`src/rtl/sbcn_pkg.sv`:
```
// sbcn_pkg: widths, register and normal codes, and stage records of the
// sphere/box collision normal pipeline
// no dependencies
package sbcn_pkg;

  localparam int COORD_W   = 24;
  localparam int FRAC_BITS = 12;
  localparam int SIZE_W    = 23;
  localparam int RAD_W     = 20;
  localparam int HGT_W     = 23;
  localparam int W2        = COORD_W + 4;
  localparam int W20       = W2 + 5;
  localparam int SQ_W      = 2 * W2;
  localparam int SUM_W     = SQ_W + 2;
  localparam int ADDR_W    = 5;
  localparam int DATA_W    = 32;

  localparam logic signed [W20-1:0] TOL20 = W20'(64'sd2 <<< FRAC_BITS);
  localparam logic [SIZE_W-1:0] SIZE_RST = SIZE_W'(64'd1 << FRAC_BITS);

  typedef enum logic [2:0] {
    REG_CX = 3'd0,
    REG_CY = 3'd1,
    REG_CZ = 3'd2,
    REG_SX = 3'd3,
    REG_SY = 3'd4,
    REG_SZ = 3'd5
  } reg_idx_t;

  typedef enum logic [2:0] {
    NORM_NONE  = 3'd0,
    NORM_POS_Y = 3'd1,
    NORM_NEG_Y = 3'd2,
    NORM_NEG_X = 3'd3,
    NORM_POS_X = 3'd4,
    NORM_NEG_Z = 3'd5,
    NORM_POS_Z = 3'd6
  } norm_t;

  typedef struct packed {
    logic signed [COORD_W-1:0] cx;
    logic signed [COORD_W-1:0] cy;
    logic signed [COORD_W-1:0] cz;
    logic [SIZE_W-1:0]         sx;
    logic [SIZE_W-1:0]         sy;
    logic [SIZE_W-1:0]         sz;
  } box_cfg_t;

  // all coordinates scaled by 2
  typedef struct packed {
    logic signed [W2-1:0] minx2;
    logic signed [W2-1:0] maxx2;
    logic signed [W2-1:0] miny2;
    logic signed [W2-1:0] maxy2;
    logic signed [W2-1:0] minz2;
    logic signed [W2-1:0] maxz2;
    logic signed [W2-1:0] px2;
    logic signed [W2-1:0] pz2;
    logic signed [W2-1:0] pminy2;
    logic signed [W2-1:0] pmaxy2;
    logic signed [W2-1:0] cy2;
    logic [RAD_W-1:0]     r;
  } s1_t;

  typedef struct packed {
    logic                  reject;
    logic                  land;
    logic [W2-1:0]         adx;
    logic [W2-1:0]         ady;
    logic [W2-1:0]         adz;
    logic [W2-1:0]         r2;
    logic [5:0][W2-1:0]    d;
  } s2_t;

  typedef struct packed {
    logic            reject;
    logic            land;
    logic [SQ_W-1:0] sqx;
    logic [SQ_W-1:0] sqy;
    logic [SQ_W-1:0] sqz;
    logic [SQ_W-1:0] sqr;
    logic [W2-1:0]   c0_val;
    norm_t           c0_code;
    logic [W2-1:0]   c1_val;
    norm_t           c1_code;
    logic [W2-1:0]   c2_val;
    norm_t           c2_code;
  } s3_t;

endpackage

```
`src/rtl/sbcn_classify.sv`:
```
// sbcn_classify: second stage, early reject, top landing, clamp offsets
// and face distances; depends on sbcn_pkg
module sbcn_classify import sbcn_pkg::*; (
  input  logic clk,
  input  logic en,
  input  s1_t  s1,
  output s2_t  s2
);

  function automatic logic signed [W20-1:0] mul10(input logic signed [W20-1:0] v);
    mul10 = (v <<< 3) + (v <<< 1);
  endfunction

  function automatic logic signed [W20-1:0] mul22(input logic signed [W20-1:0] v);
    mul22 = (v <<< 4) + (v <<< 2) + (v <<< 1);
  endfunction

  function automatic logic [W2-1:0] absv(input logic signed [W2-1:0] v);
    absv = v[W2-1] ? W2'(-v) : W2'(v);
  endfunction

  function automatic logic signed [W2-1:0] clampv(input logic signed [W2-1:0] v,
                                                  input logic signed [W2-1:0] lo,
                                                  input logic signed [W2-1:0] hi);
    if (lo > v) begin
      clampv = lo;
    end else if (hi < v) begin
      clampv = hi;
    end else begin
      clampv = v;
    end
  endfunction

  logic signed [W20-1:0] px20, pz20, er20;
  logic signed [W20-1:0] mnx20, mxx20, mnz20, mxz20;
  logic signed [W20-1:0] a20;
  logic signed [W2-1:0]  r2s, top_gap;
  logic                  rej_x, rej_y, rej_z, ovl_x, ovl_z;
  s2_t s2_r;
  s2_t s2_nxt;

  assign px20  = mul10(W20'(s1.px2));
  assign pz20  = mul10(W20'(s1.pz2));
  assign er20  = mul22(signed'(W20'(s1.r)));
  assign mnx20 = mul10(W20'(s1.minx2));
  assign mxx20 = mul10(W20'(s1.maxx2));
  assign mnz20 = mul10(W20'(s1.minz2));
  assign mxz20 = mul10(W20'(s1.maxz2));
  assign r2s   = signed'(W2'(s1.r)) <<< 1;

  assign rej_x = (px20 + er20 < mnx20) || (px20 - er20 > mxx20);
  assign rej_y = (s1.pmaxy2 < s1.miny2) || (s1.pminy2 > s1.maxy2);
  assign rej_z = (pz20 + er20 < mnz20) || (pz20 - er20 > mxz20);

  assign top_gap = s1.pminy2 - s1.maxy2;
  assign a20     = mul10(W20'(top_gap));
  assign ovl_x   = (s1.px2 + r2s > s1.minx2) && (s1.px2 - r2s < s1.maxx2);
  assign ovl_z   = (s1.pz2 + r2s > s1.minz2) && (s1.pz2 - r2s < s1.maxz2);

  always_comb begin
    s2_nxt.reject = rej_x || rej_y || rej_z;
    s2_nxt.land   = (a20 < TOL20) && (a20 > -TOL20) && ovl_x && ovl_z;
    s2_nxt.adx    = absv(clampv(s1.px2, s1.minx2, s1.maxx2) - s1.px2);
    s2_nxt.ady    = absv(clampv(s1.cy2, s1.miny2, s1.maxy2) - s1.cy2);
    s2_nxt.adz    = absv(clampv(s1.pz2, s1.minz2, s1.maxz2) - s1.pz2);
    s2_nxt.r2     = W2'(r2s);
    s2_nxt.d[0]   = absv(top_gap);
    s2_nxt.d[1]   = absv(s1.pmaxy2 - s1.miny2);
    s2_nxt.d[2]   = absv(s1.px2 + r2s - s1.minx2);
    s2_nxt.d[3]   = absv(s1.px2 - r2s - s1.maxx2);
    s2_nxt.d[4]   = absv(s1.pz2 + r2s - s1.minz2);
    s2_nxt.d[5]   = absv(s1.pz2 - r2s - s1.maxz2);
  end

  always_ff @(posedge clk) begin
    if (en) begin
      s2_r <= s2_nxt;
    end
  end

  assign s2 = s2_r;

endmodule

```
`config.mk`:
```
export PLATFORM = sky130hd
export DESIGN_NAME = sbcn_classify
export DESIGN_NICKNAME = d
export VERILOG_FILES = /design/src/rtl/sbcn_pkg.sv /design/src/rtl/sbcn_classify.sv
export SDC_FILE = /design/constraint.sdc
export NUM_CORES = 2
export LEC_CHECK = 0
export BUFFER_PORTS_ARGS = -buffer_cell sky130_fd_sc_hd__clkbuf_2
export CAP_MARGIN = 20
export CELL_PAD_IN_SITES_DETAIL_PLACEMENT = 0
export CELL_PAD_IN_SITES_GLOBAL_PLACEMENT = 1
export CORE_ASPECT_RATIO = 1.4
export CORE_MARGIN = 8
export CORE_UTILIZATION = 49
export CTS_CLUSTER_SIZE = 16
export DETAILED_ROUTE_END_ITERATION = 16
export PLACE_DENSITY = 0.95
export SLEW_MARGIN = 5
export SYNTH_ARGS = -nofsm -noshare
export SYNTH_HDL_FRONTEND = slang
export SYNTH_SLANG_ARGS = --single-unit
```
`constraint.sdc`:
```
create_clock -name clk -period 14 [get_ports clk]
set_input_delay 2.1 -clock clk [delete_from_list [all_inputs] [get_ports clk]]
set_output_delay 2.1 -clock clk [all_outputs]
set_load 0.01 [all_outputs]
```
## Word-level counts from Yosys, hierarchy flattened

Index checks and enable logic that the tools add are counted.

- Register bits: 274
- Bits in latches: 0
- Memory bits (writable): 0
- Memory bits (read-only): 0
- Bits of input ports: 330
- Output and inout bits: 282
- Word-level logic and storage cells: 99
- Memories: 0

- Add/sub/neg operators: 35
- Multipliers: 0
- Div/mod/pow operators: 0
- Order comparisons: 18
- Equal/unequal tests: 0
- Shifts and indexed selects: 0
- Mux-type cells: 15
- Bitwise gates (word level): 0
- Reduce and logical (&&, ||, !) cells: 10

Operators with widths:

| operator | number |
|---|---|
| negator 28 bit | 9 |
| subtractor 28 bit | 9 |
| two-way mux 27 bit | 9 |
| adder 31 x 29 -> 32 bit | 7 |
| > comparator 28 bit | 6 |
| < comparator 28 bit | 6 |
| two-way mux 28 bit | 6 |
| adder 32 x 27 -> 33 bit | 2 |
| > comparator 33 x 32 -> 1 bit | 2 |
| < comparator 33 x 32 -> 1 bit | 2 |
| subtractor 32 x 27 -> 33 bit | 2 |
| adder 28 x 22 -> 28 bit | 2 |
| subtractor 28 x 22 -> 28 bit | 2 |
| > comparator 32 x 14 -> 1 bit (second input constant) | 1 |
| < comparator 32 x 15 -> 1 bit (second input constant) | 1 |
| adder 25 x 21 -> 26 bit | 1 |
| adder 24 x 22 -> 25 bit | 1 |
| logical AND 1 bit | 5 |
| logical OR 1 bit | 5 |

## Longest topological paths before layout

- Depth after elaboration: 7
- Mapped depth: 39
- Depth with buffers taken out: 38

## Least setup slack after synthesis

OpenSTA, ideal clock, no wires.

- Kind: input -> register
- Start: input s1[0] (netlist bit)
- End: register s2_r, in the netlist s2[281] (data pin)
- Setup time: 266 ps
- Arrival: 9124 ps
- Data required time: 13734 ps
- Path slack: 4609 ps
- Stages on the path: 38
- Path buffers: 1
- Cell sequence: inv_1 > fa_1 > inv_1 > fa_1 > a21o_1 > a21oi_1 > o21bai_1 > a21oi_1 > o21ai_0 > a41oi_1 > nand2b_1 > a21o_1 > xor2_1 > ha_1 > clkbuf_1 > inv_1 > a21oi_1 > a31oi_1 > [2 not listed] > a211o_1 > a221oi_1 > o211ai_1 > a21oi_1 > xnor2_1 > ha_1 > a21o_1 > a21oi_1 > nor2b_1 > o21ai_0 > nand2b_1 > a221o_1 > a311o_1 > o221ai_1 > o311ai_0 > a211o_1 > a211oi_1 > o21ai_0

RTL lines:

| element | RTL line | text |
|---|---|---|
| start: declaration | sbcn_classify.sv:6 | `input s1_t s1,` |
| end signal: assignment | sbcn_classify.sv:77 | `s2_r <= s2_nxt;` |
| end: declaration | sbcn_classify.sv:39 | `s2_t s2_r;` |

==> results.sh <==
export IMPL_status="completed"
export IMPL_pin_count=612
export IMPL_synth_area_sq_um=53000
export IMPL_cp_top_family="compound AO/OA/AOI/OAI gates"
export IMPL_clockRootBuffer="clkbuf_16"
export IMPL_ctsResizeCount=0
export IMPL_async_flop_share=0
export IMPL_critPathArrivalTime_ps=10800
export IMPL_vias_per_cell=6.07
export IMPL_gp_congestion=1.06
export IMPL_largest_reg_flops=274
export IMPL_vias=53100
export IMPL_cp_max_fo=11
export IMPL_yosys_most_used_dff="edfxtp_1"
export IMPL_numPortBuffers=603
export IMPL_yosys_warnings=0
export IMPL_clk_pin_slew_ps=70
export IMPL_cts_tree="done"
export IMPL_leakagePower_uw=0.0274
export IMPL_seqCellArea_sq_um=8230
export IMPL_synth_top_area_share=0.222
export IMPL_die_w_um=294
export IMPL_seq_area_frac_synth=0.155
export IMPL_synth_area_top_cells="ha_1 22%, edfxtp_1 16%, xnor2_1 8.8%, a21oi_1 5.8%, xor2_1 4.4%"
export IMPL_min_delay_start="s1[3]"
export IMPL_max_stage_delay_ps=620
export IMPL_htree_num_levels=1
export IMPL_dieHeight_um=405
export IMPL_min_to="s2[172]"
export IMPL_drc=0
export IMPL_hold_viol=0
export IMPL_drv_slew=0
export IMPL_final_nets=8546
export IMPL_crit_slowest_cell="a221oi_1"
export IMPL_dr_pass1_iters=5
export IMPL_ys_top_cells_by_count="941 x ha_1, 613 x a21oi_1, 578 x nor2_1"
export IMPL_yosysTopAreaCell="ha_1"
export IMPL_grt_max_degree=79
export IMPL_grt_overflow_total=0
export IMPL_holdBufCountCts=0
export IMPL_grt_pass1_vias=52300
export IMPL_relSlewSlack=0.201
export IMPL_rows=143
export IMPL_finalPower_uw=9000
export IMPL_syn_inst=6710
export IMPL_fill_cells=10400
export IMPL_fmax_mhz=95.9
export IMPL_cts_buffer_depth=3
export IMPL_cp_required_ps=14370
export IMPL_end_kind="flop"
export IMPL_antenna_found_initial=45
export IMPL_synth_most_common_cell="ha_1"
export IMPL_p_per_area_nw_per_um2=153
export IMPL_crit_top_cell="a21oi_1"
export IMPL_yosysUniqueCellTypes=108
export IMPL_synth_seq_cells=274
export IMPL_fin_tns_setup_ps=0
export IMPL_cap_viol_max_count=0
export IMPL_antenna_left=0
export IMPL_coreArea_sq_um=108000
export IMPL_drive_gt1_frac=0.108
export IMPL_routedWlPerCell_um=23.8
export IMPL_cts_sinks=274
export IMPL_cts_buffers=29
export IMPL_cts_setup_buffers=0
export IMPL_postRouteWirelength_mm=208
export IMPL_post_route_period_util=0.745
export IMPL_min_delay_path_depth=1
export IMPL_start_util=0.491
export IMPL_area_growth_pct=10.8
export IMPL_start_kind="primary input"
export IMPL_tightestPinTransition_ps=1190
export IMPL_peakVddDrop_uv=133
export IMPL_die_area_sq_um=119000
export IMPL_multi_input_area_sq_um=42300
export IMPL_setup_violations_final=0
export IMPL_avgSynthCellArea_sq_um=7.90
export IMPL_worstHoldPathType="in2reg"
export IMPL_whs_ps=1860
export IMPL_final_min_clock_period_ps=10430
export IMPL_grt_pass1_wl_mm=307
export IMPL_hpwl_mm=177
export IMPL_cp_buffers_inverters=4
export IMPL_synth_edf_count=274
export IMPL_rsz0062_at_grt="no"
export IMPL_path_class="in2reg"
export IMPL_grt_use_total=0.332
export IMPL_drt_iter0_markers=3296
-- worst max-delay path by stage --
stage          startpoint       to  slack, ps  cells past startpoint
2_1_floorplan       s1[0]  s2[281]       4610                     38
3_3_place_gp        s1[0]  s2[281]       3170                     38
3_5_place_dp        s1[0]  s2[281]       2910                     38
4_1_cts             s1[0]  s2[281]       3570                     38
5_1_grt             s1[0]  s2[281]       3050                     38
6_report            s1[0]  s2[281]       3570                     38
-- per-layer routing --
| metal | routed length [um] | vias to the layer above | global-route usage |
|---|---|---|---|
| met5 | 72 | - | 0 |
| met4 | 17000 | 10 | 0.241 |
| met3 | 13300 | 542 | 0.0470 |
| met2 | 99800 | 2061 | 0.580 |
| met1 | 78100 | 25000 | 0.366 |
| li1 | - | 25500 | - |
-- cell usage in the layout, fill, tap and decap left out, types with 115 or more instances in the layout --
cell type	Yosys	routed
a21o_1	247	247
nor3_1	156	155
clkbuf_2	0	602
nand3_1	130	130
nor2_1	578	578
edfxtp_1	274	274
nand2b_1	115	115
xor2_1	267	264
a21oi_1	613	612
xnor2_1	531	528
nand2_1	432	432
ha_1	941	941
o21ai_0	409	409
inv_1	539	539
-- area by class of cell --
cell class                      count  area share
Antenna cell                       41     0.00175
Tap cell                         1450      0.0309
Sequential cell                   274       0.140
Clock inverter                     24     0.00490
Timing Repair Buffer              636      0.0558
Multi-Input combinational cell   5753       0.720
Inverter                          541      0.0346
Clock buffer                       30      0.0124
-- report_power, final --
group / total, uW / internal (uW) / leakage, uW / switching (uW)
sequential: 1470 / 1360 / 0.00268 / 103
combinational: 6690 / 2590 / 0.0242 / 4090
clock: 850 / 477 / 0.000503 / 373
total: 9000 / 4430 / 0.0274 / 4570
-- stage by stage --
step / utilization / setup WS (ps) / cells / area, sq um
after floorplan: - / 4610 / 6717 / 53100
after global placement: 0.534 / 3170 / 8654 / 57600
after detailed placement: 0.534 / 2910 / 8654 / 57600
after CTS: 0.543 / 3570 / 8708 / 58600
after global routing: 0.544 / 3050 / 8736 / 58700
final: 0.544 / 3570 / 8749 / 58700
-- cell families after synthesis --
| kind of cell | after synthesis | share of synthesized area |
|---|---|---|
| compound gates | 1994 | 0.240 |
| simple gates | 1955 | 0.182 |
| fa+ha+maj | 981 | 0.237 |
| xor+xnor | 798 | 0.132 |
| buf+inv | 690 | 0.0506 |
| flops | 274 | 0.155 |
| mux | 17 | 0.00342 |
| other cells | 1 | 0.0000707 |
(Power assumes the default switching activity.)
