File: config.mk
export PLATFORM = sky130hd
export DESIGN_NAME = sbcn_regs
export DESIGN_NICKNAME = d
export VERILOG_FILES = /design/src/rtl/sbcn_pkg.sv /design/src/rtl/sbcn_regs.sv
export SDC_FILE = /design/constraint.sdc
export NUM_CORES = 1
export LEC_CHECK = 0
export BUFFER_PORTS_ARGS = -buffer_cell sky130_fd_sc_hd__buf_2
export CORE_ASPECT_RATIO = 0.6
export CORE_UTILIZATION = 54
export CTS_CLUSTER_DIAMETER = 50
export CTS_CLUSTER_SIZE = 10
export DETAILED_ROUTE_END_ITERATION = 7
export MAX_ROUTING_LAYER = met4
export PLACE_DENSITY = 0.91
export SKIP_LAST_GASP = 1
export SYNTH_ARGS = -nofsm -noshare
export SYNTH_HDL_FRONTEND = slang
export SYNTH_SLANG_ARGS = --single-unit
File: constraint.sdc
create_clock -name clk -period 2.7 [get_ports clk]
set_input_delay 0.27 -clock clk [delete_from_list [all_inputs] [get_ports clk]]
set_output_delay 0.27 -clock clk [all_outputs]
set_load 0.1 [all_outputs]
File: src/rtl/sbcn_pkg.sv
// sbcn_pkg: widths, register and normal codes, and stage records of the
// sphere/box collision normal pipeline
// no dependencies
package sbcn_pkg;

  localparam int COORD_W   = 24;
  localparam int FRAC_BITS = 12;
  localparam int SIZE_W    = 23;
  localparam int RAD_W     = 20;
  localparam int HGT_W     = 23;
  localparam int W2        = COORD_W + 4;
  localparam int W20       = W2 + 5;
  localparam int SQ_W      = 2 * W2;
  localparam int SUM_W     = SQ_W + 2;
  localparam int ADDR_W    = 5;
  localparam int DATA_W    = 32;

  localparam logic signed [W20-1:0] TOL20 = W20'(64'sd2 <<< FRAC_BITS);
  localparam logic [SIZE_W-1:0] SIZE_RST = SIZE_W'(64'd1 << FRAC_BITS);

  typedef enum logic [2:0] {
    REG_CX = 3'd0,
    REG_CY = 3'd1,
    REG_CZ = 3'd2,
    REG_SX = 3'd3,
    REG_SY = 3'd4,
    REG_SZ = 3'd5
  } reg_idx_t;

  typedef enum logic [2:0] {
    NORM_NONE  = 3'd0,
    NORM_POS_Y = 3'd1,
    NORM_NEG_Y = 3'd2,
    NORM_NEG_X = 3'd3,
    NORM_POS_X = 3'd4,
    NORM_NEG_Z = 3'd5,
    NORM_POS_Z = 3'd6
  } norm_t;

  typedef struct packed {
    logic signed [COORD_W-1:0] cx;
    logic signed [COORD_W-1:0] cy;
    logic signed [COORD_W-1:0] cz;
    logic [SIZE_W-1:0]         sx;
    logic [SIZE_W-1:0]         sy;
    logic [SIZE_W-1:0]         sz;
  } box_cfg_t;

  // all coordinates scaled by 2
  typedef struct packed {
    logic signed [W2-1:0] minx2;
    logic signed [W2-1:0] maxx2;
    logic signed [W2-1:0] miny2;
    logic signed [W2-1:0] maxy2;
    logic signed [W2-1:0] minz2;
    logic signed [W2-1:0] maxz2;
    logic signed [W2-1:0] px2;
    logic signed [W2-1:0] pz2;
    logic signed [W2-1:0] pminy2;
    logic signed [W2-1:0] pmaxy2;
    logic signed [W2-1:0] cy2;
    logic [RAD_W-1:0]     r;
  } s1_t;

  typedef struct packed {
    logic                  reject;
    logic                  land;
    logic [W2-1:0]         adx;
    logic [W2-1:0]         ady;
    logic [W2-1:0]         adz;
    logic [W2-1:0]         r2;
    logic [5:0][W2-1:0]    d;
  } s2_t;

  typedef struct packed {
    logic            reject;
    logic            land;
    logic [SQ_W-1:0] sqx;
    logic [SQ_W-1:0] sqy;
    logic [SQ_W-1:0] sqz;
    logic [SQ_W-1:0] sqr;
    logic [W2-1:0]   c0_val;
    norm_t           c0_code;
    logic [W2-1:0]   c1_val;
    norm_t           c1_code;
    logic [W2-1:0]   c2_val;
    norm_t           c2_code;
  } s3_t;

endpackage

File: src/rtl/sbcn_regs.sv
// sbcn_regs: box centre and size registers behind the apb port
// depends on sbcn_pkg
module sbcn_regs import sbcn_pkg::*; (
  input  logic              clk,
  input  logic              rst_n,
  input  logic              psel,
  input  logic              penable,
  input  logic              pwrite,
  input  logic [ADDR_W-1:0] paddr,
  input  logic [DATA_W-1:0] pwdata,
  output logic [DATA_W-1:0] prdata,
  output logic              pready,
  output box_cfg_t          box
);

  box_cfg_t box_r;
  box_cfg_t box_nxt;
  reg_idx_t idx;
  logic     wr;

  assign idx    = reg_idx_t'(paddr[4:2]);
  assign wr     = psel && penable && pwrite;
  assign pready = 1'b1;
  assign box    = box_r;

  always_comb begin
    box_nxt = box_r;
    if (wr) begin
      case (idx)
        REG_CX:  box_nxt.cx = pwdata[COORD_W-1:0];
        REG_CY:  box_nxt.cy = pwdata[COORD_W-1:0];
        REG_CZ:  box_nxt.cz = pwdata[COORD_W-1:0];
        REG_SX:  box_nxt.sx = pwdata[SIZE_W-1:0];
        REG_SY:  box_nxt.sy = pwdata[SIZE_W-1:0];
        REG_SZ:  box_nxt.sz = pwdata[SIZE_W-1:0];
        default: box_nxt = box_r;
      endcase
    end
  end

  always_ff @(posedge clk) begin
    if (!rst_n) begin
      box_r.cx <= '0;
      box_r.cy <= '0;
      box_r.cz <= '0;
      box_r.sx <= SIZE_RST;
      box_r.sy <= SIZE_RST;
      box_r.sz <= SIZE_RST;
    end else begin
      box_r <= box_nxt;
    end
  end

  always_comb begin
    case (idx)
      REG_CX:  prdata = DATA_W'(box_r.cx);
      REG_CY:  prdata = DATA_W'(box_r.cy);
      REG_CZ:  prdata = DATA_W'(box_r.cz);
      REG_SX:  prdata = DATA_W'(box_r.sx);
      REG_SY:  prdata = DATA_W'(box_r.sy);
      REG_SZ:  prdata = DATA_W'(box_r.sz);
      default: prdata = '0;
    endcase
  end

endmodule

Word level (Yosys, flattened, before mapping)
Index checks and enable logic that the tools add are counted.

cells by class
  equality and inequality tests = 5
  mux-type cells = 1
  reductions and logical operators = 9

operators with widths
  operator              count
  $pmux W32 S6          1
  $reduce_and A2 Y1     6
  $eq A3 B2 Y1 const B  2
  $eq A3 B3 Y1 const B  2
  $eq A3 B1 Y1 const B  1
  $logic_not A3 Y1      1
  $logic_and A1 B1 Y1   2

storage, ports and cells
  flip-flop bits (word level) = 141
  output and inout port bits = 174

Depth between registers and ports, before layout
Gate-level depths: netlist (run 1).

  depth after elaboration = 3
  depth in mapped cells = 6
  gate-level depth less buffers = 3

Worst setup path before layout (run 1)
Ideal clock, no wire load.

  kind = flip-flop to output port
  start = reg box_r (netlist bit box[116])
  end = out prdata[24]
  arrival time = 3.326 ns
  setup slack = -0.896 ns
  cell stages (with the launch flop) = 5
  buffers on the path = 1
  path through = dfxtp_1 -> mux2i_1 -> o21a_1 -> nor2_1 -> buf_4

between the ends
  longest elaborated chain between the ends = 1

RTL lines
  element                 RTL line         RTL
  from (decl)             sbcn_regs.sv:16  box_cfg_t box_r;
  from (signal assigned)  sbcn_regs.sv:50  box_r <= box_nxt;
  $pmux W32 S6            sbcn_regs.sv:55  case (idx)
  to (decl)               sbcn_regs.sv:11  output logic [DATA_W-1:0] prdata,

Every way passes these cells.

Worst setup path after layout (run 1)
  start = in paddr[3]
  end = out prdata[18]

between the ends
  longest elaborated chain between the ends = 2

RTL lines
  element                               RTL line         RTL
  from (decl)                           sbcn_regs.sv:9   input logic [ADDR_W-1:0] paddr,
  $eq A3 B3 Y1 (tied with other cells)  sbcn_regs.sv:55
  $pmux W32 S6 (*)                      sbcn_regs.sv:55

Every way passes the cells marked *; elsewhere a longest branch is shown, timed or not.

==> impl_results.md, run 1 <==
* CTS Buf Count at 17
* Placed cell count at 967
* # Post-CTS Setup Buffers at 0
* Initial Utilization at 0.560
* Setup crit start: paddr[3]
* Design area at 8720 sq um
* Final setup TNS at 0 ps
* Post-Layout Cell Count at 997
* Largest register FFs at 141
* Fin crit period at 2540 ps
* Vias at 5,728
* Max H-tree Level at 4
* Count of input and output buffers at 204
* Mean Syn Cell Area at 9.92 sq um
* Gate Count Post-Synth at 644
* CP arrival at 2270 ps
* Layout cells sized above 1 at 0.358
* Drc violations at 0
* Die X at 142 microns
* Routed WL per cell at 19.6 microns
* Clk pin slew, worst setup/hold paths at 60 ps
* RSZ-0062 raised after global routing: false
* Slew @ Worst Pin at 1280 ps
* Via density at 5.75
* Worst Path Max Fanout at 17
* Post-DP HPWL at 13.3 mm
* LEAKAGE at 4.17 nW
* Io pins at 216
* HP Start: pwdata[12]
* Antenna cells at 0
* Synthesized area at 6390 sq um
* Core region area at 11,400 sq um
* Top post-synthesis cells by area: dfxtp_1 (44%), mux2i_1 (23%), nand2_1 (9.5%)
* TritonCTS clock tree: done
* Critical path launch point type: input pin
* Global route overflow at 0
* Largest net degree at the start of global routing at 72
* Global-route wire length before repair at 30.0 mm
* GP Congestion at 0.864
* # hold bufs at CTS at 0
* Synth area leader: dfxtp_1
* CTS root buf: clkbuf_16
* Clock Sink Count at 141
* Finish-stage setup viols at 0
* Starting DRT DRC Count at 291
* DRT Pass-1 Iters at 5
* Syn nets at 686
* WHS at 179 ps
* Number of routed nets with antenna violations at 0
* Crit path required time at 2430 ps
* Final period util at 0.942
* Number of global-route vias before repair at 5,539
* Yosys top cell area share at 0.442
* Crit path kind: in -> out
* Initial antenna violation count at 0
* Hold WC Path Type: in -> reg
* Fin nets at 868
* Maximum clock rate at 0.393 GHz
* R2R Path Start: box[25]
* Most frequent cells after synthesis: nand2_1 (162), mux2i_1 (145), dfxtp_1 (141), mux2_1 (27)
* Worst-case clock buffer depth at 2
* CP endpoint kind: output pin
* Synth warn at 0
* Status: finished, final reports clean
* Design Power at 5.13 mW
* Worst slack at placement at 240 ps
* Max_cap viols at 0
* Top-count cell post-synth: nand2_1
* Async SR Flop Fraction at 0
* Post-DP Area at 8080 sq um
* Final wirelength at 19.6 mm
* Layout fillers at 762
* Count of cell types in the netlist at 34
* All-Layer GR Usage at 0.332
* Cts repair resizes at 0
* Worst Setup Slack, final at 157 ps
* EDFF count, synth at 0
* Worst-skew pair later-pin latency at 410 ps
* Relative slew slack at 0.147
* Layout area overhead at 36.4%
* Power Density at 588 nW/um^2
* Prevailing post-synth register cell: dfxtp_1
* #FFs+latches synth at 141
* Final Skew at 0 ps
* Die area at 12,300 sq um
* Hold Fails Final Rpt at 0
* Slew Limit Fails at 0
* FP Rows at 30
* Die Y-Extent at 86.3 microns
* Fin util at 0.764
* IR drop worst, VDD at 0.000567 V
* Seq/Total Area, Yosys at 0.442
-- critical path, cell delays in order --
cell	delay [ps]
buf_2	240
nor2b_1	1030
a22oi_1	270
o22ai_2	250
buf_12	200
-- power by group --
part           total [mW]  internal [mW]  switching, mW
clock network        2.53           1.65          0.882
logic               0.485          0.122          0.363
registers            2.11           2.10         0.0131
-- layout by cell type (no fill, tap or decap), types with 2 or more instances in the layout --
| cell type | instances |
|---|---|
| a21oi_2 | 4 |
| a221oi_1 | 4 |
| a2bb2oi_1 | 3 |
| mux2i_1 | 145 |
| a22oi_1 | 26 |
| clkinv_4 | 2 |
| mux2_1 | 27 |
| nand2_2 | 2 |
| buf_4 | 13 |
| bufinv_16 | 5 |
| clkbuf_16 | 17 |
| o22ai_2 | 4 |
| mux2_2 | 15 |
| o21ai_2 | 14 |
| nand2_1 | 162 |
| buf_2 | 171 |
| nor2b_1 | 9 |
| a32oi_1 | 11 |
| clkinv_2 | 4 |
| dfxtp_1 | 141 |
| buf_12 | 39 |
-- final timing paths --
kind | slack [ps] | depth (start not counted) | to
min | 180 | 3 | box[58]
max reg2reg | 1950 | 2 | box[25]
min reg2reg | 470 | 2 | box[20]
max | 160 | 5 | prdata[18]
-- routing by layer --
layer,vias to the layer above,part of all wire,global-route usage,routed length (microns)
met2,312,0.46,0.517,9040
li1,2612,-,-,-
met5,-,0,-,0
met4,0,0.021,0.141,420
met3,41,0.089,0.0845,1750
met1,2763,0.43,0.412,8370
-- area by class of cell --
cell class | count | area, sq um | share of cell area
clock buffers | 18 | 439 | 0.0504
well taps | 160 | 200 | 0.0230
inverters | 1 | 3.75 | 0.000431
clock inverters | 12 | 195 | 0.0224
repair buffers | 223 | 1730 | 0.199
multi-input cells | 442 | 3320 | 0.381
flip-flops and latches | 141 | 2820 | 0.324
-- cell families (layout without fill, tap and decap cells) --
family | Yosys count | count (layout) | share of synthesized area
compound gates | 68 | 68 | 0.0758
flops | 141 | 141 | 0.442
simple gates | 185 | 185 | 0.123
other cells | 1 | 1 | 0.000587
buf+inv | 61 | 254 | 0.0542
mux | 188 | 188 | 0.305
Power figures use the tool's default switching activity.
==> inputs of run 2 (changes only) <==
--- a/config.mk
+++ b/config.mk
@@ -8,6 +8,7 @@
 export BUFFER_PORTS_ARGS = -buffer_cell sky130_fd_sc_hd__buf_2
 export CORE_ASPECT_RATIO = 0.6
 export CORE_UTILIZATION = 54
+export CTS_BUF_LIST = sky130_fd_sc_hd__clkbuf_16
 export CTS_CLUSTER_DIAMETER = 50
 export CTS_CLUSTER_SIZE = 10
 export DETAILED_ROUTE_END_ITERATION = 7
==> run 2 against run 1 <==
Against the previous run:
- global-route usage is essentially flat
- sequential cell count unchanged
- sequential power barely moved
- largest power group unchanged
- register-to-register slack got worse by 40 ps
- worst setup slack improved by 24 ps
- critical endpoint unchanged
==> impl_results.md, run 2 (synthesis gave the netlist of run 1 again) <==
* Max H-tree Level at 4
* DRT Pass-1 Iters at 7
* GP Congestion at 0.864
* # hold bufs at CTS at 0
* Final Skew at 0 ps
* Final period util at 0.933
* Drc violations at 0
* Status: finished, final reports clean
* Largest net degree at the start of global routing at 72
* Worst slack at placement at 240 ps
* Hold WC Path Type: in -> reg
* Number of routed nets with antenna violations at 0
* Core region area at 11,400 sq um
* Cts repair resizes at 0
* Crit path required time at 2430 ps
* Power Density at 587 nW/um^2
* Worst Path Max Fanout at 17
* Routed WL per cell at 19.7 microns
* Critical path launch point type: input pin
* Fin nets at 868
* Count of input and output buffers at 204
* Worst-case clock buffer depth at 2
* Global-route wire length before repair at 30.1 mm
* Design Power at 5.11 mW
* All-Layer GR Usage at 0.333
* Hold Fails Final Rpt at 0
* LEAKAGE at 4.17 nW
* Die X at 142 microns
* Clk pin slew, worst setup/hold paths at 60 ps
* Most common cell after layout, fill and taps aside: buf_2
* Post-DP HPWL at 13.3 mm
* CP endpoint kind: output pin
* TritonCTS clock tree: done
* Final wirelength at 19.7 mm
* Layout cells sized above 1 at 0.357
* RSZ-0062 raised after global routing: false
* Layout fillers at 764
* Slew Limit Fails at 0
* CP arrival at 2250 ps
* CTS root buf: clkbuf_16
* Initial antenna violation count at 0
* Most frequent cells in the layout: buf_2 (171), nand2_1 (162), mux2i_1 (145), dfxtp_1 (141), buf_12 (39)
* Antenna cells at 0
* FP Rows at 30
* CTS Buf Count at 17
* Multi-input logic area at 3320 sq um
* Largest register FFs at 141
* Finish-stage setup viols at 0
* Clock Sink Count at 141
* Max_cap viols at 0
* Worst Setup Slack, final at 181 ps
* Layout area overhead at 36.3%
* Initial Utilization at 0.560
* # Post-CTS Setup Buffers at 0
* Die Y-Extent at 86.3 microns
* Slew @ Worst Pin at 1240 ps
* Starting DRT DRC Count at 330
* Worst-skew pair later-pin latency at 410 ps
* Via density at 5.75
* Maximum clock rate at 0.397 GHz
* Crit path kind: in -> out
* Seq. cell area at 2820 sq um
* IR drop worst, VDD at 0.000574 V
* Final setup TNS at 0 ps
* Io pins at 216
* Setup slack, reg-to-reg at 1910 ps
* Die area at 12,300 sq um
* Fin crit period at 2520 ps
* Vias at 5,735
* Number of global-route vias before repair at 5,598
* Relative slew slack at 0.173
* Global route overflow at 0
[run 2: area by class of cell]
cell class,instances,area share
multi-input combinational,442,0.382
sequential,141,0.324
timing repair buffer,223,0.199
clock buffer,17,0.0489
tap,160,0.0230
clock inverter,13,0.0228
inverter,1,0.000431
[run 2: path summary, 6_finish.rpt]
check                  start         end  depth (start not counted)
setup / recovery    paddr[3]  prdata[18]                          5
hold reg to reg      box[20]     box[20]                          2
hold / removal    pwdata[12]     box[58]                          3
setup reg to reg    box[118]    box[118]                          2
[run 2: report_power, final]
part           internal [mW]  total (mW)  switching [mW]  leakage (nW)
registers               2.10        2.11          0.0131          1.14
clock network           1.62        2.51           0.893         0.306
logic                  0.122       0.485           0.363          2.72
total                   3.84        5.11            1.27          4.17
[run 2: critical path, stage by stage]
cell	delay [ps]
buf_2	250
nor2b_1	1000
a22oi_1	270
o22ai_2	260
buf_12	200
[run 2: per-layer routing]
layer | wire, microns | GRT usage | vias up
met2 | 9050 | 0.515 | 302
met4 | 502 | 0.156 | 0
met1 | 8450 | 0.405 | 2778
met3 | 1680 | 0.0912 | 48
li1 | - | - | 2607
met5 | 0 | - | -
[run 2: stage by stage]
| step | instance area [sq um] | hold slack [ps] | util | std cells |
|---|---|---|---|---|
| floorplan | 6490 | 450 | - | 644 |
| global placement | 8080 | 452 | 0.708 | 967 |
| detailed placement | 8080 | 461 | 0.708 | 967 |
| CTS | 8710 | 168 | 0.763 | 997 |
| global route | 8710 | 194 | 0.763 | 997 |
| finish | 8710 | 175 | 0.763 | 997 |
