File: src/rtl/sbcn_pkg.sv
// sbcn_pkg: widths, register and normal codes, and stage records of the
// sphere/box collision normal pipeline
// no dependencies
package sbcn_pkg;

  localparam int COORD_W   = 24;
  localparam int FRAC_BITS = 12;
  localparam int SIZE_W    = 23;
  localparam int RAD_W     = 20;
  localparam int HGT_W     = 23;
  localparam int W2        = COORD_W + 4;
  localparam int W20       = W2 + 5;
  localparam int SQ_W      = 2 * W2;
  localparam int SUM_W     = SQ_W + 2;
  localparam int ADDR_W    = 5;
  localparam int DATA_W    = 32;

  localparam logic signed [W20-1:0] TOL20 = W20'(64'sd2 <<< FRAC_BITS);
  localparam logic [SIZE_W-1:0] SIZE_RST = SIZE_W'(64'd1 << FRAC_BITS);

  typedef enum logic [2:0] {
    REG_CX = 3'd0,
    REG_CY = 3'd1,
    REG_CZ = 3'd2,
    REG_SX = 3'd3,
    REG_SY = 3'd4,
    REG_SZ = 3'd5
  } reg_idx_t;

  typedef enum logic [2:0] {
    NORM_NONE  = 3'd0,
    NORM_POS_Y = 3'd1,
    NORM_NEG_Y = 3'd2,
    NORM_NEG_X = 3'd3,
    NORM_POS_X = 3'd4,
    NORM_NEG_Z = 3'd5,
    NORM_POS_Z = 3'd6
  } norm_t;

  typedef struct packed {
    logic signed [COORD_W-1:0] cx;
    logic signed [COORD_W-1:0] cy;
    logic signed [COORD_W-1:0] cz;
    logic [SIZE_W-1:0]         sx;
    logic [SIZE_W-1:0]         sy;
    logic [SIZE_W-1:0]         sz;
  } box_cfg_t;

  // all coordinates scaled by 2
  typedef struct packed {
    logic signed [W2-1:0] minx2;
    logic signed [W2-1:0] maxx2;
    logic signed [W2-1:0] miny2;
    logic signed [W2-1:0] maxy2;
    logic signed [W2-1:0] minz2;
    logic signed [W2-1:0] maxz2;
    logic signed [W2-1:0] px2;
    logic signed [W2-1:0] pz2;
    logic signed [W2-1:0] pminy2;
    logic signed [W2-1:0] pmaxy2;
    logic signed [W2-1:0] cy2;
    logic [RAD_W-1:0]     r;
  } s1_t;

  typedef struct packed {
    logic                  reject;
    logic                  land;
    logic [W2-1:0]         adx;
    logic [W2-1:0]         ady;
    logic [W2-1:0]         adz;
    logic [W2-1:0]         r2;
    logic [5:0][W2-1:0]    d;
  } s2_t;

  typedef struct packed {
    logic            reject;
    logic            land;
    logic [SQ_W-1:0] sqx;
    logic [SQ_W-1:0] sqy;
    logic [SQ_W-1:0] sqz;
    logic [SQ_W-1:0] sqr;
    logic [W2-1:0]   c0_val;
    norm_t           c0_code;
    logic [W2-1:0]   c1_val;
    norm_t           c1_code;
    logic [W2-1:0]   c2_val;
    norm_t           c2_code;
  } s3_t;

endpackage

File: src/rtl/sbcn_front.sv
// sbcn_front: first stage, box bounds and player span at scale 2
// depends on sbcn_pkg
module sbcn_front import sbcn_pkg::*; (
  input  logic                      clk,
  input  logic                      en,
  input  box_cfg_t                  box,
  input  logic signed [COORD_W-1:0] pos_x,
  input  logic signed [COORD_W-1:0] pos_y,
  input  logic signed [COORD_W-1:0] pos_z,
  input  logic [RAD_W-1:0]          body_radius,
  input  logic [HGT_W-1:0]          body_height,
  output s1_t                       s1
);

  logic signed [W2-1:0] cx_w, cy_w, cz_w, sx_w, sy_w, sz_w;
  logic signed [W2-1:0] px_w, py_w, pz_w, r_w, h_w;
  s1_t s1_r;
  s1_t s1_nxt;

  assign cx_w = W2'(box.cx);
  assign cy_w = W2'(box.cy);
  assign cz_w = W2'(box.cz);
  assign sx_w = signed'(W2'(box.sx));
  assign sy_w = signed'(W2'(box.sy));
  assign sz_w = signed'(W2'(box.sz));
  assign px_w = W2'(pos_x);
  assign py_w = W2'(pos_y);
  assign pz_w = W2'(pos_z);
  assign r_w  = signed'(W2'(body_radius));
  assign h_w  = signed'(W2'(body_height));

  always_comb begin
    s1_nxt.minx2  = (cx_w <<< 1) - sx_w;
    s1_nxt.maxx2  = (cx_w <<< 1) + sx_w;
    s1_nxt.miny2  = (cy_w <<< 1) - sy_w;
    s1_nxt.maxy2  = (cy_w <<< 1) + sy_w;
    s1_nxt.minz2  = (cz_w <<< 1) - sz_w;
    s1_nxt.maxz2  = (cz_w <<< 1) + sz_w;
    s1_nxt.px2    = px_w <<< 1;
    s1_nxt.pz2    = pz_w <<< 1;
    s1_nxt.pminy2 = (py_w - r_w) <<< 1;
    s1_nxt.pmaxy2 = (py_w + h_w + r_w) <<< 1;
    s1_nxt.cy2    = (py_w <<< 1) + h_w;
    s1_nxt.r      = body_radius;
  end

  always_ff @(posedge clk) begin
    if (en) begin
      s1_r <= s1_nxt;
    end
  end

  assign s1 = s1_r;

endmodule

File: config.mk
export PLATFORM = sky130hd
export DESIGN_NAME = sbcn_front
export DESIGN_NICKNAME = d
export VERILOG_FILES = /design/src/rtl/sbcn_pkg.sv /design/src/rtl/sbcn_front.sv
export SDC_FILE = /design/constraint.sdc
export NUM_CORES = 1
export LEC_CHECK = 0
export BUFFER_PORTS_ARGS = -buffer_cell sky130_fd_sc_hd__buf_2
export CAP_MARGIN = 10
export CELL_PAD_IN_SITES_DETAIL_PLACEMENT = 1
export CELL_PAD_IN_SITES_GLOBAL_PLACEMENT = 1
export CORE_AREA = 2 2 228 230
export CTS_BUF_LIST = sky130_fd_sc_hd__clkbuf_8
export DETAILED_ROUTE_END_ITERATION = 8
export DIE_AREA = 0 0 230 232
export GPL_TIMING_DRIVEN = 1
export PLACE_DENSITY_LB_ADDON = 0.1
export SYNTH_ARGS = -nofsm -noshare
export SYNTH_HDL_FRONTEND = slang
export SYNTH_SLANG_ARGS = --single-unit
File: constraint.sdc
create_clock -name clk -period 7.6 [get_ports clk]
set_clock_uncertainty 0.05 [all_clocks]
set_input_delay 0.76 -clock clk [delete_from_list [all_inputs] [get_ports clk]]
set_output_delay 0.76 -clock clk [all_outputs]
set_load 0.05 [all_outputs]
# Word-level counts from Yosys, hierarchy flattened
# Index checks and enable logic that the tools add are counted.
[word_totals]
regBits = 318
output_inout_bits = 328
[op_classes]
add_sub_neg = 10
[ops]
columns = ["operator", "n"]
rows = [
  ["25-bit by 24-bit adder with 26-bit output", 4],
  ["25-bit by 24-bit subtractor with 26-bit output", 3],
  ["25-bit by 21-bit adder with 26-bit output", 1],
  ["24-bit by 24-bit adder with 25-bit output", 1],
  ["24-bit by 21-bit subtractor with 25-bit output", 1],
]

# Depth between registers and ports, before layout
# Gate-level depths: netlist of the first run.
[logic_depth]
depth_word = 2
mapped_depth = 13

# Worst setup path after synthesis of the first run
# No wires, ideal clock.
[synth_timing]
kind = "input port to flip-flop"
start = "input port pos_y[1]"
end = "register s1_r (netlist bit s1[74]), data pin"
setup_ps = 265
n_path_buf = 0
path_stages = 11
arrival_time_ps = 3240
path_slack_ps = 4045
cell_sequence = "fa_1 -> ha_1 -> fa_1 -> a21oi_1 -> o21ai_0 -> a31oi_1 -> o21ai_0 -> o21ai_0 -> o31ai_1 -> a21oi_1 -> xnor2_1"
[synth_lines]
columns = ["element", "line_no", "text"]
rows = [
  ["start: declaration", "sbcn_front.sv:8", "input logic signed [COORD_W-1:0] pos_y,"],
  ["end signal: assignment", "sbcn_front.sv:49", "s1_r <= s1_nxt;"],
  ["end: declaration", "sbcn_front.sv:17", "s1_t s1_r;"],
]

==> results.sh, run 1 <==
export IMPL_grt_ovfl_total=0
export IMPL_synth_compound_area_share_pct=16.74
export IMPL_die_y_um=232
export IMPL_ys_types=75
export IMPL_dieArea_um2=53360
export IMPL_slew_violations=0
export IMPL_postCtsSetupBuffers=0
export IMPL_drc=0
export IMPL_path_max_fanout=5
export IMPL_layout_cells_most_common="buf_2"
export IMPL_cts_sinks=298
export IMPL_setup_viol=0
export IMPL_final_antenna_net_count=0
export IMPL_critPathCaptureType="flop"
export IMPL_synthMuxAreaShare_pct=0.05571
export IMPL_area_growth_pct=21.85
export IMPL_io_buffers=581
export IMPL_synth_xor_area_share_pct=7.756
export IMPL_first_iter_violations=618
export IMPL_tritoncts="yes"
export IMPL_cp_slowest_stage_delay_ns=0.49
export IMPL_ir_worst_vdd_mv=0.1286
export IMPL_vias=16690
export IMPL_synth_area_um2=20210
export IMPL_worstMarginPinSlew_ns=0.9185
export IMPL_grt_pass1_vias=17760
export IMPL_hold_viol_final=0
export IMPL_leakage_nw=11.12
export IMPL_path_clk_slew_ns=0.06
export IMPL_seq_area_frac_synth_pct=44.27
export IMPL_grtUsageTotal_pct=23.97
export IMPL_fin_tns_setup_ns=0
export IMPL_status="finished clean"
export IMPL_num_rows=83
export IMPL_ys_warn_count=0
export IMPL_synth_adder_area_share_pct=15.31
export IMPL_post_synth_cell_area_avg_um2=10.46
export IMPL_routabilityCongestion=0.8708
export IMPL_holdBufCountCts=0
export IMPL_pwr_density_cell_nw_per_um2=247.0
export IMPL_ys_flop_type="edfxtp_1"
export IMPL_cp_cell_sequence="buf_2 > fa_1 > ha_1 > fa_1 > a21oi_1 > o21ai_0 > a31oi_1 > o21ai_0 > o21ai_0 > o31ai_1 > a21oi_1 > xnor2_1"
export IMPL_critPathSlowestCell="fa_1"
export IMPL_h_tree_depth=2
export IMPL_die_w_um=230
export IMPL_layout_drive_gt1_share_pct=26.98
export IMPL_crit_type="input pin to flop"
export IMPL_dpl_hpwl_mm=53.31
export IMPL_crit_arrival_ns=4.07
export IMPL_grt_max_degree=134
export IMPL_critPathRequiredTime_ns=7.96
export IMPL_finalWirelength_mm=65.89
export IMPL_cts_buffers=57
export IMPL_io_pin_count=586
export IMPL_post_route_period_util_pct=48.82
export IMPL_hp_start="pos_x[10]"
export IMPL_core_area_um2=50890
export IMPL_fmax_mhz=269.5
export IMPL_synth_top_family_by_area="compound AO/OA/AOI/OAI gates"
export IMPL_yosys_area_share_simple_pct=10.14
export IMPL_whs_ns=0.2203
export IMPL_synthArstFlopShare_pct=0
export IMPL_finalCoreUtilization_pct=48.40
export IMPL_start_util_pct=39.72
export IMPL_clk_path_buf_depth=3
export IMPL_yosys_register_bits=298
export IMPL_syn_instance_count=1932
export IMPL_viasPerCell=5.182
export IMPL_min_to="s1[143]"
export IMPL_wl_per_cell_um=20.46
export IMPL_antenna_found_initial=17
export IMPL_largest_reg_flops=298
export IMPL_final_cell_mix="580 x buf_2, 298 x edfxtp_1, 205 x inv_1"
export IMPL_rsz0062_at_grt="no"
export IMPL_nets=2984
export IMPL_relSlewSlack_pct=38.77
export IMPL_critPathLaunchType="input pin"
export IMPL_drtPass1Iterations=5
export IMPL_cpMostUsedCell="o21ai_0"
export IMPL_hold_depth=1
export IMPL_grt_pass1_wl_mm=99.92
export IMPL_min_path_type="input pin to flop"
export IMPL_maxCapViolations=0
export IMPL_synth_edff_count=298
export IMPL_cts_resized=0
export IMPL_root_buffer="clkbuf_8"
export IMPL_period_minus_slack_ns=3.710
-- synth_stat cells (all sizes together), types with 39 or more instances --
library cell | number | share of area [%]
inv | 190 | 3.5
xnor2 | 143 | 6.2
a21oi | 179 | 4.4
a21o | 58 | 2.2
ha | 201 | 12
edfxtp | 298 | 44
nor2 | 140 | 2.6
nand2 | 87 | 1.6
clkbuf | 42 | 0.78
o21ai | 98 | 2.4
buf | 39 | 1.3
-- critical path, delay by kind of cell --
family	cells	cell delay (ns)
buf+inv	1	0.14
xor+xnor	1	0.10
fa+ha+maj	3	1.19
compound gates	7	1.86
-- cell type report --
type	count	area (um2)
flip-flops and latches	298	8949
fillers	5926	26260
clock inverters	41	237.7
well taps	680	850.8
inverters	193	724.4
repair buffers	583	2945
clock buffers	57	784.5
multi-input cells	1363	10120
diodes	6	15.01
-- cell families (layout without fill, tap and decap cells) --
family          count (synthesis)  count (layout)
compound gates                525             525
simple gates                  424             424
flops                         298             298
buf+inv                       274             874
fa+ha+maj                     230             230
xor+xnor                      179             179
other cells                     1              10
mux                             1               1
-- power by group --
group | switching (mW) | internal, mW
clock network | 0.723 | 0.763
logic | 1.74 | 0.647
registers | 0.0742 | 2.13
total | 2.54 | 3.54
-- metal layers --
metal | wire, um | vias up | GRT usage (%)
met1 | 26160 | 8049 | 27.46
met4 | 1515 | 22 | 6.331
met3 | 5303 | 117 | 7.944
li1 | - | 8043 | -
met5 | 138 | - | 0
met2 | 32780 | 461 | 42.77
-- metrics by stage --
| stage | cells | setup slack, ns | power [mW] | area [um2] |
|---|---|---|---|---|
| floorplan | 1935 | 4.045 | 3.964 | 20230 |
| global placement | 3117 | 3.274 | 4.598 | 23590 |
| detailed placement | 3117 | 3.226 | 4.634 | 23590 |
| CTS | 3215 | 3.924 | 6.167 | 24620 |
| global route | 3218 | 3.685 | 6.397 | 24620 |
| finish | 3221 | 3.890 | 6.085 | 24630 |
-- worst max path at each step --
stage                   from  endpoint  slack (ns)  cells past startpoint
floorplan           pos_y[1]    s1[74]        4.04                     11
global placement    pos_y[1]    s1[74]        3.27                     12
detailed placement  pos_y[1]    s1[74]        3.23                     12
CTS                 pos_y[1]    s1[74]        3.92                     12
global route        pos_y[1]    s1[74]        3.68                     12
finish              pos_y[1]    s1[74]        3.89                     12
(Power assumes the default switching activity.)
==> run 2: changes to the inputs <==
- ABC_AREA: default -> 1
- CORE_AREA: 2 2 228 230 -> default
- CORE_MARGIN: default -> 2
- CORE_UTILIZATION: default -> 36
- DIE_AREA: 0 0 230 232 -> default
- clock period: 7.6 -> 3 ns (I/O delays scaled with it)
==> run 2 against run 1 <==
Compared with the run above: flip-flop and latch count unchanged; power rose to 2.7 times the previous value; routed wire length increased by 47%; core utilization shrank 3.8 points; non-clock buffer count is 103 higher; setup slack lost 3.7 ns; first-iteration DRC count rose by 97%; die area grew 33%; sequential power increased to 2.5 times the previous value; largest cell class unchanged; largest power group unchanged.
==> results.sh, run 2 <==
export IMPL_status="finished clean"
export IMPL_hp_start="en"
export IMPL_grt_max_degree=62
export IMPL_critPathLaunchType="input pin"
export IMPL_yosys_register_bits=298
export IMPL_crit_arrival_ns=3.13
export IMPL_tritoncts="yes"
export IMPL_finalWirelength_mm=96.61
export IMPL_grt_ovfl_total=0
export IMPL_pwr_density_cell_nw_per_um2=547.5
export IMPL_num_rows=96
export IMPL_core_area_um2=68470
export IMPL_fillers=8905
export IMPL_ir_worst_vdd_mv=0.4887
export IMPL_relSlewSlack_pct=58.77
export IMPL_fin_tns_setup_ns=0
export IMPL_critPathRequiredTime_ns=3.36
export IMPL_yosysTopAreaCell="edfxtp_1"
export IMPL_nets=4649
export IMPL_post_route_worst_setup_slack_ns=0.2336
export IMPL_post_route_period_util_pct=92.21
export IMPL_routabilityCongestion=0.9253
export IMPL_maxCapViolations=0
export IMPL_yosysTopAreaCellShare_pct=36.04
export IMPL_worstMarginPinSlew_ns=0.6185
export IMPL_area_growth_pct=23.05
export IMPL_ys_flop_type="edfxtp_1"
export IMPL_io_buffers=581
export IMPL_start_util_pct=36.27
export IMPL_synthArstFlopShare_pct=0
export IMPL_first_iter_violations=1217
export IMPL_clockPowerShare_pct=24.8
export IMPL_dpl_hpwl_mm=81.05
export IMPL_largest_reg_flops=298
export IMPL_ys_warn_count=0
export IMPL_cts_buffers=58
export IMPL_synth_common_cells="1242 x nand2_1, 695 x inv_1, 298 x edfxtp_1"
export IMPL_die_y_um=266.6
export IMPL_yosysMostFrequentCell="nand2_1"
export IMPL_layout_cells_most_common="nand2_1"
export IMPL_seq_area_frac_synth_pct=36.04
export IMPL_die_w_um=266.6
export IMPL_hold_viol_final=0
export IMPL_antenna_found_initial=4
export IMPL_path_max_fanout=3
export IMPL_leakage_nw=16.64
export IMPL_min_to="s1[232]"
export IMPL_power_switching_share_pct=44.56
export IMPL_wl_per_cell_um=18.98
export IMPL_io_pin_count=586
export IMPL_internal_power_mw=9.275
export IMPL_synth_area_top_cells="edfxtp_1 36%, nand2_1 19%, inv_1 11%"
export IMPL_comb_power_share_pct=41.6
export IMPL_post_synth_cell_area_avg_um2=7.119
export IMPL_post_place_ws_ns=0.08242
export IMPL_min_path_type="input pin to flop"
export IMPL_clk_path_buf_depth=3
export IMPL_vias=24290
export IMPL_postCtsSetupBuffers=0
export IMPL_power_mw=16.73
export IMPL_post_layout_nonfiller_instances=5090
export IMPL_path_clk_slew_ns=0.05
export IMPL_h_tree_depth=2
export IMPL_synth_edff_count=298
export IMPL_grt_pass1_wl_mm=145.6
export IMPL_root_buffer="clkbuf_8"
export IMPL_grtUsageTotal_pct=26.76
export IMPL_fmax_mhz=361.5
export IMPL_place_inst=4898
export IMPL_switchingPower_mw=7.454
export IMPL_drtPass1Iterations=4
export IMPL_rsz0062_at_grt="no"
export IMPL_hold_depth=1
export IMPL_period_minus_slack_ns=2.766
export IMPL_regArea_um2=8949
export IMPL_layout_drive_gt1_share_pct=16.95
export IMPL_drc=0
export IMPL_setup_viol=0
export IMPL_critPathCaptureType="flop"
export IMPL_grt_pass1_vias=25390
export IMPL_dieArea_um2=71090
export IMPL_syn_instance_count=3488
export IMPL_cts_sinks=298
export IMPL_crit_type="input pin to flop"
export IMPL_final_antenna_net_count=0
export IMPL_synth_area_um2=24830
export IMPL_seq_power_share_pct=33.6
export IMPL_multi_input_area_um2=12790
export IMPL_final_cell_mix="1242 x nand2_1, 708 x inv_1, 580 x buf_2"
export IMPL_viasPerCell=4.772
export IMPL_ys_types=30
export IMPL_slew_violations=0
## run 2: cell types whose count changed after synthesis, moves of 36 or more
cell,delta
o21ai_0,-66
xor2_1,+59
nand3_1,+177
a21o_1,-54
a21oi_1,-39
nand4_1,+36
inv_1,+505
nand2_1,+1155
clkbuf_1,-42
xnor2_1,-125
nor2_1,+157
## run 2: how the worst max path moves through the flow
stage | startpoint | depth (start not counted) | slack (ns) | to
after floorplan | pos_y[1] | 11 | 0.62 | s1[74]
after global placement | pos_y[1] | 12 | 0.08 | s1[74]
after detailed placement | pos_y[1] | 12 | 0.08 | s1[74]
after CTS | body_radius[1] | 13 | 0.27 | s1[74]
after global routing | body_radius[1] | 13 | 0.06 | s1[74]
final | body_radius[1] | 13 | 0.23 | s1[74]
## run 2: timing repair
| item | in CTS | in global routing |
|---|---|---|
| gates resized for setup | 0 | 0 |
| hold buffers | 85 | 0 |
| setup endpoints to repair | 0 | 0 |
| endpoints found under the hold margin | 86 | 0 |
## run 2: kinds of logic (layout without fill, tap and decap cells)
| group | count (synthesis) | in the layout | share of synthesized area [%] |
|---|---|---|---|
| AOI/OAI and AO/OA | 200 | 200 | 4.364 |
| xor gates and xnor gates | 113 | 113 | 3.986 |
| adders and majority gates | 230 | 230 | 12.47 |
| buffers and inverters | 774 | 1489 | 12.51 |
| DFF | 298 | 298 | 36.04 |
| other | 1 | 6 | 0.01510 |
| and+or+nand+nor | 1872 | 1872 | 30.63 |
## run 2: area by class of cell
type,instances,share of cell area [%]
diodes,2,0.01638
clock buffers,59,2.658
clock inverters,46,1.007
inverters,698,8.575
multi-input cells,2419,41.85
flip-flops and latches,298,29.29
well taps,882,3.612
repair buffers,686,12.99
## run 2: metrics by stage
step | utilization [%] | area (um2) | hold slack [ns]
finish | 44.63 | 30550 | 0.03624
global route | 44.63 | 30550 | 0.03452
CTS | 44.62 | 30550 | 0.0004983
global placement | 41.74 | 28580 | 0.4263
detailed placement | 41.74 | 28580 | 0.4283
floorplan | - | 24840 | 0.3489
## run 2: power groups by stage
stage | Sequential (mW) | Clock, mW | Combinational (mW)
final | 5.62 | 4.15 | 6.97
after global routing | 5.67 | 4.43 | 7.52
after CTS | 5.62 | 4.27 | 6.98
after detailed placement | 5.69 | 0 | 6.86
after global placement | 5.69 | 0 | 6.80
after floorplan | 7.67 | 0 | 2.69
## run 2: layer usage
metal	wire length [um]	up-vias	track usage, %
li1	-	12140	-
met1	42540	11400	33.85
met2	46190	593	46.47
met3	4826	149	4.410
met4	3019	4	8.336
met5	27	-	0
## run 2: worst max-delay path, stage by stage
cell,delay (ns)
dlygate4sd3_1,0.54
buf_2,0.14
fa_1,0.48
ha_1,0.33
fa_1,0.51
nand3_1,0.11
nand3_1,0.13
nand2_1,0.15
nand2_1,0.13
nand2_1,0.11
nand3_1,0.08
nand2_1,0.07
nand2_1,0.05
==> run 3: changes to the inputs <==
- CTS_BUF_LIST: sky130_fd_sc_hd__clkbuf_8 -> sky130_fd_sc_hd__clkbuf_16
==> run 3 against run 2 <==
Compared with the run above: largest power group unchanged; first-iteration DRC count rose by 1.1%; die area did not move; non-clock buffer count fell by 12.
==> results.sh, run 3 (synthesized netlist as in run 2, its figures left out) <==
export IMPL_status="finished clean"
export IMPL_min_path_type="input pin to flop"
export IMPL_path_clk_slew_ns=0.06
export IMPL_seq_power_share_pct=33.0
export IMPL_hold_depth=2
export IMPL_regArea_um2=8949
export IMPL_maxCapViolations=0
export IMPL_layout_drive_gt1_share_pct=16.57
export IMPL_critPathRequiredTime_ns=3.27
export IMPL_startpoint="pos_y[0]"
export IMPL_dieArea_um2=71090
export IMPL_holdBufCountCts=73
export IMPL_finalCoreUtilization_pct=44.53
export IMPL_grtUsageTotal_pct=26.69
export IMPL_power_switching_share_pct=43.51
export IMPL_ir_worst_vdd_mv=0.3922
export IMPL_leakage_nw=16.56
export IMPL_crit_type="input pin to flop"
export IMPL_start_util_pct=36.27
export IMPL_drc=0
export IMPL_cts_resized=0
export IMPL_path_max_fanout=3
export IMPL_critPathLaunchType="input pin"
export IMPL_fmax_mhz=373.9
export IMPL_postCtsSetupBuffers=0
export IMPL_dpl_hpwl_mm=81.05
export IMPL_rsz0062_at_grt="no"
export IMPL_critPathSlowestCell="dlygate4sd3_1"
export IMPL_h_tree_depth=2
export IMPL_pwr_density_cell_nw_per_um2=558.8
export IMPL_finalWirelength_mm=96.22
export IMPL_slew_violations=0
export IMPL_post_route_period_util_pct=89.15
export IMPL_core_area_um2=68470
export IMPL_die_w_um=266.6
export IMPL_crit_arrival_ns=2.94
export IMPL_cp_cell_sequence="dlygate4sd3_1 > buf_2 > inv_1 > fa_1 > inv_1 > ha_1 > fa_1 > nand3_1 > nand3_1 > nand2_1 > nand2_1 > nand2_1 > nand3_1 > nand2_1 > nand2_1"
export IMPL_final_cell_mix="1242 x nand2_1, 700 x inv_1, 580 x buf_2"
export IMPL_routabilityCongestion=0.9253
export IMPL_first_iter_violations=1230
export IMPL_cts_buffers=39
export IMPL_worstMarginPinSlew_ns=0.6005
export IMPL_layout_cells_most_common="nand2_1"
export IMPL_largest_reg_flops=298
export IMPL_grt_pass1_vias=25220
export IMPL_whs_ns=0.04943
export IMPL_comb_power_share_pct=40.8
export IMPL_relSlewSlack_pct=59.96
export IMPL_vias=24140
export IMPL_io_buffers=581
export IMPL_grt_max_degree=62
export IMPL_wl_per_cell_um=19.08
export IMPL_grt_ovfl_total=0
export IMPL_cts_sinks=298
export IMPL_viasPerCell=4.788
export IMPL_num_rows=96
export IMPL_antenna_found_initial=4
export IMPL_hold_viol_final=0
export IMPL_root_buffer="clkbuf_16"
export IMPL_switchingPower_mw=7.413
export IMPL_setup_viol=0
export IMPL_clockPowerShare_pct=26.2
export IMPL_multi_input_area_um2=12790
export IMPL_clk_path_buf_depth=3
export IMPL_grt_pass1_wl_mm=145.1
export IMPL_period_minus_slack_ns=2.675
export IMPL_drtPass1Iterations=4
export IMPL_fillers=8892
export IMPL_cpMostUsedCell="nand2_1"
export IMPL_hp_start="body_radius[1]"
export IMPL_cp_slowest_stage_delay_ns=0.53
export IMPL_final_antenna_net_count=0
export IMPL_critPathCaptureType="flop"
export IMPL_die_y_um=266.6
export IMPL_internal_power_mw=9.625
export IMPL_io_pin_count=586
export IMPL_nets=4618
export IMPL_fin_tns_setup_ns=0
export IMPL_area_growth_pct=22.79
export IMPL_tritoncts="yes"
## run 3: changes by cell type in the layout (fill, tap and decap cells not counted)
| cell | previous run | this run |
|---|---|---|
| clkbuf_16 | 0 | 39 |
| clkbuf_8 | 59 | 0 |
| inv_8 | 1 | 0 |
| clkinv_2 | 11 | 7 |
| bufinv_16 | 4 | 2 |
| clkinvlp_4 | 1 | 0 |
| diode_2 | 2 | 1 |
| clkinv_4 | 1 | 3 |
| inv_6 | 0 | 2 |
| dlygate4sd3_1 | 85 | 73 |
| inv_1 | 708 | 700 |
| clkinv_1 | 15 | 12 |
## run 3: critical path: cells and delay by family
kind,cells,cell delay [ns]
adders and majority gates,3,1.00
and+or+nand+nor,8,0.84
buffers and inverters,4,0.80
## run 3: stage by stage
stage / area [um2] / cells / setup WS (ns) / power (mW)
2_1_floorplan: 24840 / 3491 / 0.6182 / 10.36
3_3_place_gp: 28580 / 4898 / 0.08474 / 12.49
3_5_place_dp: 28580 / 4898 / 0.08242 / 12.55
4_1_cts: 30490 / 5041 / 0.3320 / 17.21
5_1_grt: 30490 / 5042 / 0.1263 / 17.92
6_report: 30490 / 5042 / 0.3255 / 17.04
## run 3: area by class of cell
class,count,share of cell area [%]
timing repair buffer,674,12.62
sequential,298,29.35
clock inverter,31,0.6648
antenna,1,0.008207
tap,882,3.619
multi-input combinational,2419,41.94
clock buffer,39,3.201
inverter,698,8.593
## run 3: layer usage
| metal | wire [um] | up-vias | part of all wire, % | GRT usage [%] |
|---|---|---|---|---|
| li1 | - | 12080 | - | - |
| met1 | 42150 | 11340 | 44 | 33.72 |
| met2 | 46190 | 591 | 48 | 46.50 |
| met3 | 4907 | 128 | 5.1 | 4.456 |
| met4 | 2950 | 4 | 3.1 | 7.987 |
| met5 | 27 | - | 0.028 | 0 |
## run 3: power groups by stage
stage          clock network, mW  registers, mW  logic, mW
5_1_grt                     4.75           5.66       7.51
4_1_cts                     4.62           5.62       6.97
3_5_place_dp                   0           5.69       6.86
3_3_place_gp                   0           5.69       6.80
2_1_floorplan                  0           7.67       2.69
6_report                    4.47           5.61       6.95
## run 3: worst paths after layout
kind / endpoint / slack, ns
setup / recovery: s1[74] / 0.33
hold / removal: s1[1] / 0.05
